**src/sv/lfcq_pkg.sv**
```systemverilog
// Package for the length-framed command queue.
// Holds function codes, status codes and default sizes; no dependencies.
package lfcq_pkg;

    localparam int BUFFER_BYTES_DEF = 64;
    localparam int MAX_PAYLOAD_DEF  = 14;
    localparam int RESULT_LIMIT     = 16;

    localparam logic [2:0] F_HEADER  = 3'd0;
    localparam logic [2:0] F_PAYLOAD = 3'd1;
    localparam logic [2:0] F_POP     = 3'd2;
    localparam logic [2:0] F_READ    = 3'd3;
    localparam logic [2:0] F_FLUSH   = 3'd4;

    localparam logic [2:0] ST_GOOD     = 3'd0;
    localparam logic [2:0] ST_EMPTY    = 3'd1;
    localparam logic [2:0] ST_FULL     = 3'd2;
    localparam logic [2:0] ST_BAD      = 3'd3;
    localparam logic [2:0] ST_OVERSIZE = 3'd4;

endpackage

```
**src/sv/length_framed_command_queue.sv**
```systemverilog
// Length-framed command queue: a ring of command bytes in one synchronous memory.
// Depends on lfcq_pkg for codes and default sizes.
//
//   channel  | handshake               | beat
//   ---------+-------------------------+------------------------------------------
//   in       | in_valid / in_ready     | func, cmd_id, payload_len, data_byte
//   out      | out_valid / out_ready   | status, is_data, out_byte, last
//   cfg      | cfg_we                  | cfg_wdata (reject_zero_id)
//
// Payload beats, flushes, rejected headers and empty pops or reads are answered from S_IDLE.
// Accepted headers write the id, then the length in S_HDR2 (id and length share the one write port);
// pops read the length, then answer from S_POP. A read fetches the length through S_RD_LEN,
// then streams one byte per cycle unless out_ready stalls it, 2 + length beats capped at 16.
// Reset clears the control state and sets reject_zero_id; the byte store is not cleared.
// A low out_ready holds the output beat and stops both streaming and input acceptance.
module length_framed_command_queue #(
    parameter int BUFFER_BYTES = lfcq_pkg::BUFFER_BYTES_DEF,
    parameter int MAX_PAYLOAD  = lfcq_pkg::MAX_PAYLOAD_DEF
) (
    input  logic       clk,
    input  logic       rst_n,
    input  logic       cfg_we,
    input  logic       cfg_wdata,
    input  logic       in_valid,
    output logic       in_ready,
    input  logic [2:0] func,
    input  logic [7:0] cmd_id,
    input  logic [7:0] payload_len,
    input  logic [7:0] data_byte,
    output logic       out_valid,
    input  logic       out_ready,
    output logic [2:0] status,
    output logic       is_data,
    output logic [7:0] out_byte,
    output logic       last
);

    localparam int IW = (BUFFER_BYTES > 1) ? $clog2(BUFFER_BYTES) : 1;
    localparam int UW = $clog2(BUFFER_BYTES + 1);
    localparam int CW = $clog2(lfcq_pkg::RESULT_LIMIT + 1);

    typedef enum logic [2:0] {S_IDLE, S_HDR2, S_POP, S_RD_LEN, S_RD_DATA} state_t;

    function automatic logic [IW-1:0] ring_add(input logic [IW-1:0] a, input logic [UW-1:0] b);
        logic [UW:0] sum;
        sum = (UW+1)'(a) + (UW+1)'(b);
        if (sum >= (UW+1)'(BUFFER_BYTES))
            sum = sum - (UW+1)'(BUFFER_BYTES);
        return IW'(sum);
    endfunction

    function automatic logic [IW-1:0] ring_inc(input logic [IW-1:0] a);
        if (a == IW'(BUFFER_BYTES - 1))
            return '0;
        return a + IW'(1);
    endfunction

    logic [7:0] mem [BUFFER_BYTES];
    logic       mem_we;
    logic       mem_re;
    logic [IW-1:0] mem_waddr;
    logic [IW-1:0] mem_raddr;
    logic [7:0] mem_wdata;
    logic [7:0] rdata_reg;

    state_t     state_reg, state_next;
    logic [IW-1:0] head_reg, head_next;
    logic [UW-1:0] used_reg, used_next;
    logic [IW-1:0] pend_idx_reg, pend_idx_next;
    logic [7:0] pend_rem_reg, pend_rem_next;
    logic [7:0] open_len_reg, open_len_next;
    logic       write_open_reg, write_open_next;
    logic       reject_zero_reg;
    logic [IW-1:0] addr_reg, addr_next;
    logic [7:0] wdata_reg, wdata_next;
    logic [CW-1:0] cnt_reg, cnt_next;
    logic       out_valid_reg, out_valid_next;
    logic [2:0] status_reg, status_next;
    logic       is_data_reg, is_data_next;
    logic [7:0] out_byte_reg, out_byte_next;
    logic       last_reg, last_next;

    logic       out_free;
    logic [IW-1:0] tail;
    logic [9:0] need;
    logic [9:0] pop_size;
    logic [8:0] rd_count;

    assign out_free  = !out_valid_reg || out_ready;
    assign in_ready  = (state_reg == S_IDLE) && out_free;
    assign out_valid = out_valid_reg;
    assign status    = status_reg;
    assign is_data   = is_data_reg;
    assign out_byte  = out_byte_reg;
    assign last      = last_reg;

    assign tail     = ring_add(head_reg, used_reg);
    assign need     = 10'(used_reg) + 10'd2 + 10'(payload_len);
    assign pop_size = (10'd2 + 10'(rdata_reg) > 10'(used_reg)) ? 10'(used_reg)
                                                             : 10'd2 + 10'(rdata_reg);
    assign rd_count = 9'd2 + 9'(rdata_reg);

    always_ff @(posedge clk)
    begin
        if (mem_we)
            mem[mem_waddr] <= mem_wdata;
        if (mem_re)
            rdata_reg <= mem[mem_raddr];
    end

    always_comb
    begin
        state_next      = state_reg;
        head_next       = head_reg;
        used_next       = used_reg;
        pend_idx_next   = pend_idx_reg;
        pend_rem_next   = pend_rem_reg;
        open_len_next   = open_len_reg;
        write_open_next = write_open_reg;
        addr_next       = addr_reg;
        wdata_next      = wdata_reg;
        cnt_next        = cnt_reg;
        out_valid_next  = out_valid_reg && !out_ready;
        status_next     = status_reg;
        is_data_next    = is_data_reg;
        out_byte_next   = out_byte_reg;
        last_next       = last_reg;
        mem_we          = 1'b0;
        mem_waddr       = addr_reg;
        mem_wdata       = wdata_reg;
        mem_re          = 1'b0;
        mem_raddr       = addr_reg;

        case (state_reg)
            S_IDLE:
            begin
                if (in_valid && in_ready)
                begin
                    out_valid_next = 1'b1;
                    status_next    = lfcq_pkg::ST_GOOD;
                    is_data_next   = 1'b0;
                    out_byte_next  = 8'd0;
                    last_next      = 1'b1;
                    case (func)
                        lfcq_pkg::F_HEADER:
                        begin
                            if (write_open_reg)
                                status_next = lfcq_pkg::ST_BAD;
                            else if (reject_zero_reg && cmd_id == 8'd0)
                                status_next = lfcq_pkg::ST_BAD;
                            else if (need > 10'(BUFFER_BYTES))
                                status_next = lfcq_pkg::ST_FULL;
                            else if (payload_len > 8'(MAX_PAYLOAD))
                                status_next = lfcq_pkg::ST_OVERSIZE;
                            else
                            begin
                                mem_we        = 1'b1;
                                mem_waddr     = tail;
                                mem_wdata     = cmd_id;
                                addr_next     = ring_inc(tail);
                                wdata_next    = payload_len;
                                pend_idx_next = ring_inc(ring_inc(tail));
                                state_next    = S_HDR2;
                                if (payload_len == 8'd0)
                                begin
                                    used_next     = used_reg + UW'(2);
                                    pend_rem_next = 8'd0;
                                end
                                else
                                begin
                                    pend_rem_next   = payload_len;
                                    open_len_next   = payload_len;
                                    write_open_next = 1'b1;
                                end
                            end
                        end
                        lfcq_pkg::F_PAYLOAD:
                        begin
                            if (!write_open_reg)
                                status_next = lfcq_pkg::ST_BAD;
                            else
                            begin
                                mem_we        = 1'b1;
                                mem_waddr     = pend_idx_reg;
                                mem_wdata     = data_byte;
                                pend_idx_next = ring_inc(pend_idx_reg);
                                pend_rem_next = pend_rem_reg - 8'd1;
                                if (pend_rem_reg == 8'd1)
                                begin
                                    used_next       = UW'(10'(used_reg) + 10'd2
                                                          + 10'(open_len_reg));
                                    write_open_next = 1'b0;
                                end
                            end
                        end
                        lfcq_pkg::F_POP,
                        lfcq_pkg::F_READ:
                        begin
                            if (used_reg == '0)
                                status_next = lfcq_pkg::ST_EMPTY;
                            else
                            begin
                                out_valid_next = 1'b0;
                                mem_re         = 1'b1;
                                mem_raddr      = ring_inc(head_reg);
                                state_next     = (func == lfcq_pkg::F_POP) ? S_POP : S_RD_LEN;
                            end
                        end
                        lfcq_pkg::F_FLUSH:
                        begin
                            head_next       = '0;
                            used_next       = '0;
                            pend_idx_next   = '0;
                            pend_rem_next   = 8'd0;
                            write_open_next = 1'b0;
                            status_next     = lfcq_pkg::ST_EMPTY;
                        end
                        default:
                        begin
                            status_next = lfcq_pkg::ST_BAD;
                        end
                    endcase
                end
            end
            S_HDR2:
            begin
                mem_we     = 1'b1;
                state_next = S_IDLE;
            end
            S_POP:
            begin
                head_next      = ring_add(head_reg, UW'(pop_size));
                used_next      = used_reg - UW'(pop_size);
                out_valid_next = 1'b1;
                status_next    = lfcq_pkg::ST_GOOD;
                is_data_next   = 1'b0;
                out_byte_next  = 8'd0;
                last_next      = 1'b1;
                state_next     = S_IDLE;
            end
            S_RD_LEN:
            begin
                cnt_next   = (rd_count > 9'(lfcq_pkg::RESULT_LIMIT))
                             ? CW'(lfcq_pkg::RESULT_LIMIT) : CW'(rd_count);
                mem_re     = 1'b1;
                mem_raddr  = head_reg;
                addr_next  = ring_inc(head_reg);
                state_next = S_RD_DATA;
            end
            S_RD_DATA:
            begin
                if (out_free)
                begin
                    out_valid_next = 1'b1;
                    status_next    = lfcq_pkg::ST_GOOD;
                    is_data_next   = 1'b1;
                    out_byte_next  = rdata_reg;
                    last_next      = (cnt_reg == CW'(1));
                    if (cnt_reg == CW'(1))
                        state_next = S_IDLE;
                    else
                    begin
                        mem_re    = 1'b1;
                        mem_raddr = addr_reg;
                        addr_next = ring_inc(addr_reg);
                        cnt_next  = cnt_reg - CW'(1);
                    end
                end
            end
            default:
            begin
                state_next = S_IDLE;
            end
        endcase
    end

    always_ff @(posedge clk or negedge rst_n)
    begin
        if (!rst_n)
        begin
            state_reg       <= S_IDLE;
            head_reg        <= '0;
            used_reg        <= '0;
            pend_idx_reg    <= '0;
            pend_rem_reg    <= 8'd0;
            write_open_reg  <= 1'b0;
            reject_zero_reg <= 1'b1;
            out_valid_reg   <= 1'b0;
        end
        else
        begin
            state_reg      <= state_next;
            head_reg       <= head_next;
            used_reg       <= used_next;
            pend_idx_reg   <= pend_idx_next;
            pend_rem_reg   <= pend_rem_next;
            write_open_reg <= write_open_next;
            out_valid_reg  <= out_valid_next;
            if (cfg_we)
                reject_zero_reg <= cfg_wdata;
        end
    end

    always_ff @(posedge clk)
    begin
        open_len_reg <= open_len_next;
        addr_reg     <= addr_next;
        wdata_reg    <= wdata_next;
        cnt_reg      <= cnt_next;
        status_reg   <= status_next;
        is_data_reg  <= is_data_next;
        out_byte_reg <= out_byte_next;
        last_reg     <= last_next;
    end

endmodule

```
**config.mk**
```make
export PLATFORM = sky130hd
export DESIGN_NAME = length_framed_command_queue
export DESIGN_NICKNAME = d
export VERILOG_FILES = /design/src/sv/lfcq_pkg.sv /design/src/sv/length_framed_command_queue.sv
export SDC_FILE = /design/constraint.sdc
export NUM_CORES = 1
export LEC_CHECK = 0
export ABC_AREA = 0
export BUFFER_PORTS_ARGS = -buffer_cell sky130_fd_sc_hd__buf_2
export CAP_MARGIN = 20
export CORE_MARGIN = 2
export CORE_UTILIZATION = 65
export CTS_BUF_LIST = sky130_fd_sc_hd__clkbuf_16
export CTS_CLUSTER_DIAMETER = 40
export CTS_CLUSTER_SIZE = 28
export DETAILED_ROUTE_END_ITERATION = 16
export PLACE_DENSITY = 0.9
export RECOVER_POWER = 100
export SYNTH_ARGS = -nofsm -noshare
export SYNTH_HDL_FRONTEND = slang
export SYNTH_SLANG_ARGS = --single-unit
```
**constraint.sdc**
```tcl
create_clock -name clk -period 8.8 [get_ports clk]
set_input_delay 0.44 -clock clk [delete_from_list [all_inputs] [get_ports clk]]
set_output_delay 0.44 -clock clk [all_outputs]
set_load 0.02 [all_outputs]
```
# Word level (Yosys, flattened, before mapping)
# Memories as Yosys holds them, arrays and structs flattened. A register that Yosys moved wholly into a read port is not among the register bits.
# Index checks and enable logic that the tools add are counted.
dict set report totals {
  register_bits 72
  mem_bits_rw 512
  out_inout_bits 15
  elab_cells 278
  memories 1
}
dict set report classes {
  add_sub_neg 18
  n_lt_le_gt_ge 6
  eq_ne 40
  n_mux 164
  bitwise_logic 5
  n_reduce_logical 28
}
# name depth word_bits rd rd_clocked_by_memory_dff write_ports line_no
set mem_list {}
lappend mem_list {mem 64 8 1 1 1 length_framed_command_queue.sv:58} ;# logic [7:0] mem [BUFFER_BYTES];
# op count
set ops {}
lappend ops {{$mux 6} 39}
lappend ops {{$mux 8} 15}
lappend ops {{$mux 7} 9}
lappend ops {{$mux 1} 61}
lappend ops {{$pmux 8 s3} 2}
lappend ops {{$mux 3} 14}
lappend ops {{$pmux 6 s2} 3}
lappend ops {{$pmux 6 s3} 2}
lappend ops {{$add 6x1->6 const B} 5}
lappend ops {{$eq 6x6->1 const B} 5}
lappend ops {{$ne 2x2->1 const B} 12}
lappend ops {{$ne 3x3->1 const B} 8}
lappend ops {{$pmux 7 s3} 1}
lappend ops {{$add 2x8->9 const A} 2}
lappend ops {{$pmux 3 s3} 2}
lappend ops {{$reduce_and 9->1} 2}
lappend ops {{$add 6x7->8} 2}
lappend ops {{$ge 8x7->1 const B} 2}
lappend ops {{$logic_not 8->1} 2}
lappend ops {{$pmux 8 s2} 1}
lappend ops {{$reduce_and 8->1} 2}
lappend ops {{$mux 5} 3}
lappend ops {{$pmux 1 s3} 5}
lappend ops {{$pmux 7 s2} 1}
lappend ops {{37 further kinds} 61}

# Depth between registers and ports, before layout
dict set report logic_depth {
  word_depth 35
  ltp_mapped 21
  ltp_nobuf 20
}

# Worst setup path before layout
# No wires, ideal clock.
dict set report synth_path {
  path_kind {flip-flop to flip-flop}
  from {register used_reg[1]}
  to {memory mem[1][0], enable pin}
  setup_time_ps 395
  arrival_ps 4393
  required_ps 8405
  setup_slack_ps 4012
  path_stages_with_launch 14
  n_path_buf 1
  synth_period_minus_slack_ps 4788
  path_cell_list {dfrtp_1 ha_1 ha_1 nor2b_1 o21ai_0 a21boi_0 nor4_1 o21ai_1 a211oi_1 nand2_1 a311o_1 or2_2 clkbuf_1 nor4_1}
}
dict set report synth_between {
  elab_chain_len 11
  word_cells_on_any_way 22
}
# element line_no
set synth_lines {}
lappend synth_lines {{start: declaration} length_framed_command_queue.sv:68} ;# logic [UW-1:0] used_reg, used_next;
lappend synth_lines {{start signal: assignment} length_framed_command_queue.sv:294} ;# used_reg <= used_next;
lappend synth_lines {{$add 7x2->8} --}
lappend synth_lines {{$add 8x8->9} length_framed_command_queue.sv:98} ;# assign need = 10'(used_reg) + 10'd2 + 10'(payload_len);
lappend synth_lines {{$gt 10x7->1} length_framed_command_queue.sv:151} ;# else if (need > 10'(BUFFER_BYTES))
lappend synth_lines {{$mux 1} length_framed_command_queue.sv:151}
lappend synth_lines {{$mux 1} length_framed_command_queue.sv:149} ;# else if (reject_zero_reg && cmd_id == 8'd0)
lappend synth_lines {{$mux 1} length_framed_command_queue.sv:147} ;# if (write_open_reg)
lappend synth_lines {{$pmux 1 s2} length_framed_command_queue.sv:144} ;# case (func)
lappend synth_lines {{$mux 1} length_framed_command_queue.sv:137} ;# if (in_valid && in_ready)
lappend synth_lines {{$pmux 1 s2} length_framed_command_queue.sv:134} ;# case (state_reg)
lappend synth_lines {{$mux 1} length_framed_command_queue.sv:105} ;# if (mem_we)
lappend synth_lines {{$mux 1 (not written as such)} length_framed_command_queue.sv:106} ;# mem[mem_waddr] <= mem_wdata;
lappend synth_lines {{end: declaration} length_framed_command_queue.sv:58}
# Parallel ways exist; a longest one is shown, timed or not.

# Worst setup path in the final report
dict set report layout_path {
  from {register used_reg[1]}
  to {register rdata_reg[3], read port of mem (data pin)}
}
dict set report layout_between {
  elab_chain_len 5
  word_cells_on_any_way 9
}
# element line_no
set layout_lines {}
lappend layout_lines {{$logic_not 7->1 (*)} length_framed_command_queue.sv:199} ;# if (used_reg == '0)
lappend layout_lines {{$mux 1 / $mux 6 (equally long branches)} length_framed_command_queue.sv:199}
lappend layout_lines {{$mux 1 / $mux 6 (equally long branches)} length_framed_command_queue.sv:144}
lappend layout_lines {{$mux 1 / $mux 6 (equally long branches)} length_framed_command_queue.sv:137}
lappend layout_lines {{$pmux 1 s3 / $pmux 6 s2 (equally long branches)} length_framed_command_queue.sv:134}
lappend layout_lines {{end: declaration} length_framed_command_queue.sv:64} ;# logic [7:0] rdata_reg;
# Every way passes the cells marked *; elsewhere a longest branch is shown, timed or not.
# A chain may end at the register's enable or synchronous reset.

==> metrics <==
status=finished with violations; failing checks=capacitance limit, slew limit; IO buf count=47; CP arrival=7730 ps; Die Ht=206.5 um; gpl congestion=0.9554; worst skew pair latency=640 ps; vias per cell=6.885; FP Rows=74; overall die width=206.5 um; peak supply drop=0.1785 mV; first-pass GRT wire length=110.6 mm; ANT nets after route=0; grt total ovfl=0; EDFF count, synth=559; clk buf depth=3; Max Used Layer=met5; commonest cells in the netlist=570 x nand2_1, 559 x edfxtp_1, 205 x a21oi_1; Synth cell types=75; CTS root buf=clkbuf_16; fin crit period=7370 ps; max-cap violations=4; endpoints failing hold=0; warnings from Yosys=0; Syn Nets=2393; final setup skew=26.47 ps; WL per Instance=25.52 um; met1 wire length=25.89 mm; critical path class=register to register; FF+latch count, synth=592; Max FO, Critical Path=32; nets=2425; Synth Instances=2306; starting density of the core=65.56%; CTS sink count=592; proportion of layout cells with a drive suffix above 1=7.200%; drt first-iter violations=3648; top-count cell post-synth=nand2_1; Setup Viol. Count Final=0; Syn Area/Cell=11.56 um2; DRC=0; placed cells=2794; ANT cells=0; DIE AREA=0.04263 mm2; initial antenna violation count=2; Ports=48; Final HPWL DP=45.26 mm; met2 wire len=34.59 mm; Slew @ Worst Pin=2043 ps; final WL=74.55 mm; FMAX=0.1357 GHz; Layout fillers=2560; Power Dens Cells=270.2 mW/mm2; ys async rst share=5.574%; WHS=43.49 ps; register area=0.01761 mm2; core area=0.04065 mm2; relative slew slack=-36.19%; post-synth top area cell=edfxtp_1; HP Class=input pin to register; non-filler cells in the finished layout=2921; max reg flops=512; CTS H-tree depth=2; Reg with most FFs=mem; met3 wire length=9.841 mm; Syn Std Cell Area=0.02665 mm2; largest net degree at the start of global routing=253; Post-Route Setup TNS=0 ps; sequential share of the synthesized area=66.09%; Final Util=72.41%; Area Overhead vs Synth=10.45%; RSZ-0062 raised after global routing=no; WP data required=9160 ps; Clk pin slew, worst setup/hold paths=70 ps; Leak Pwr=10.23 nW; CTS tree=done; CP endpoint kind=register; area share of the largest cell type after synthesis=62.99%; multi-input logic area=0.008303 mm2; Final Slew Violations=175; Most used DFF post-synth=edfxtp_1; period utilization=83.76%; routed via count=20110; Synth area leaders=edfxtp_1 63%, nand2_1 8.0%, a21oi_1 3.8%, dfrtp_1 3.0%, nand3_1 2.3%; number of global-route vias before repair=19476; CP Launch Type=register; overall power=7.953 mW; All-Layer GR Usage=35.04%; CTS Buf Count=60; drt first pass iters=6
per-layer routing:
layer / track usage [%] / up-vias
li1: - / 8535
met1: 44.97 / 9490
met5: 0 / -
met2: 55.06 / 1750
met4: 20.00 / 2
met3: 8.325 / 333
report_power, final:
part	internal, mW	switching, mW	total [mW]
clock network	1.52	1.21	2.72
registers	3.16	0.154	3.31
logic	0.679	1.24	1.92
total	5.36	2.60	7.95
placed cells by master, fill, tap and decap left out, drive strengths merged, types with 5 or more instances in the layout:
master,instances
a211oi,9
a21o,13
a21oi,205
a221o,7
a221oi,10
a222oi,8
a22oi,15
a31oi,39
and2,11
and3,12
buf,42
bufinv,6
clkbuf,120
clkinv,17
clkinvlp,8
dfrtp,32
edfxtp,559
fa,5
ha,49
inv,73
mux2i,11
nand2,572
nand2b,13
nand3,125
nand4,38
nor2,74
nor2b,9
nor3,58
nor3b,5
nor4,51
o21a,7
o21ai,62
o21bai,5
o22ai,6
or4,10
xnor2,27
xor2,19
kinds of logic (layout without fill, tap and decap cells):
| logic type | after synthesis | count (layout) | share of synthesized area [%] |
|---|---|---|---|
| compound gates | 425 | 425 | 9.855 |
| xor+xnor | 46 | 46 | 1.512 |
| fa+ha+maj | 54 | 54 | 2.676 |
| buf+inv | 184 | 267 | 2.808 |
| flops | 592 | 592 | 66.09 |
| mux | 13 | 13 | 0.4977 |
| simple gates | 992 | 992 | 16.56 |
worst max-delay path, cell delays in order (launching register included):
cell,delay [ps]
dfrtp_1,610
or4_1,640
o41ai_1,910
nor3_1,140
a221oi_1,740
nor2_2,30
clkbuf_1,720
nand2_1,610
clkbuf_1,1080
a21oi_1,140
nor4_1,540
a21oi_1,250
or4_1,650
what timing repair did:
| action | 4_1_cts | 5_1_grt |
|---|---|---|
| setup buffers | 0 | 0 |
| hold endpoints to repair | 32 | 0 |
| hold buffers | 1 | 0 |
| resized for setup | 0 | 0 |
metrics by stage:
step / instance area, um2 / setup slack [ps]
floorplan: 26650 / 4012
detailed placement: 27350 / 2805
finish: 29430 / 1430
CTS: 29510 / 2821
global placement: 27340 / 3030
global route: 29430 / 1346
final timing paths:
kind                            slack (ps)  cells after the start            start              end
worst min register to register         520                      2  pend_rem_reg[7]  pend_rem_reg[7]
worst max register to register        1430                     12      used_reg[1]     rdata_reg[3]
min in group asynchronous              940                      2            rst_n  pend_rem_reg[1]
worst min-delay path                    40                      2        cfg_wdata  reject_zero_reg
worst max-delay path                  1430                     12      used_reg[1]     rdata_reg[3]
max in group asynchronous             6680                      2            rst_n     state_reg[1]
final cells by class:
type	instances	area share [%]
Sequential cell	592	59.84
Multi-Input combinational cell	1530	28.21
Clock buffer	62	5.271
Tap cell	532	2.262
Clock inverter	51	2.045
Timing Repair Buffer	101	1.696
Inverter	53	0.6759
Note: power is estimated with default switching activity, not from simulation.
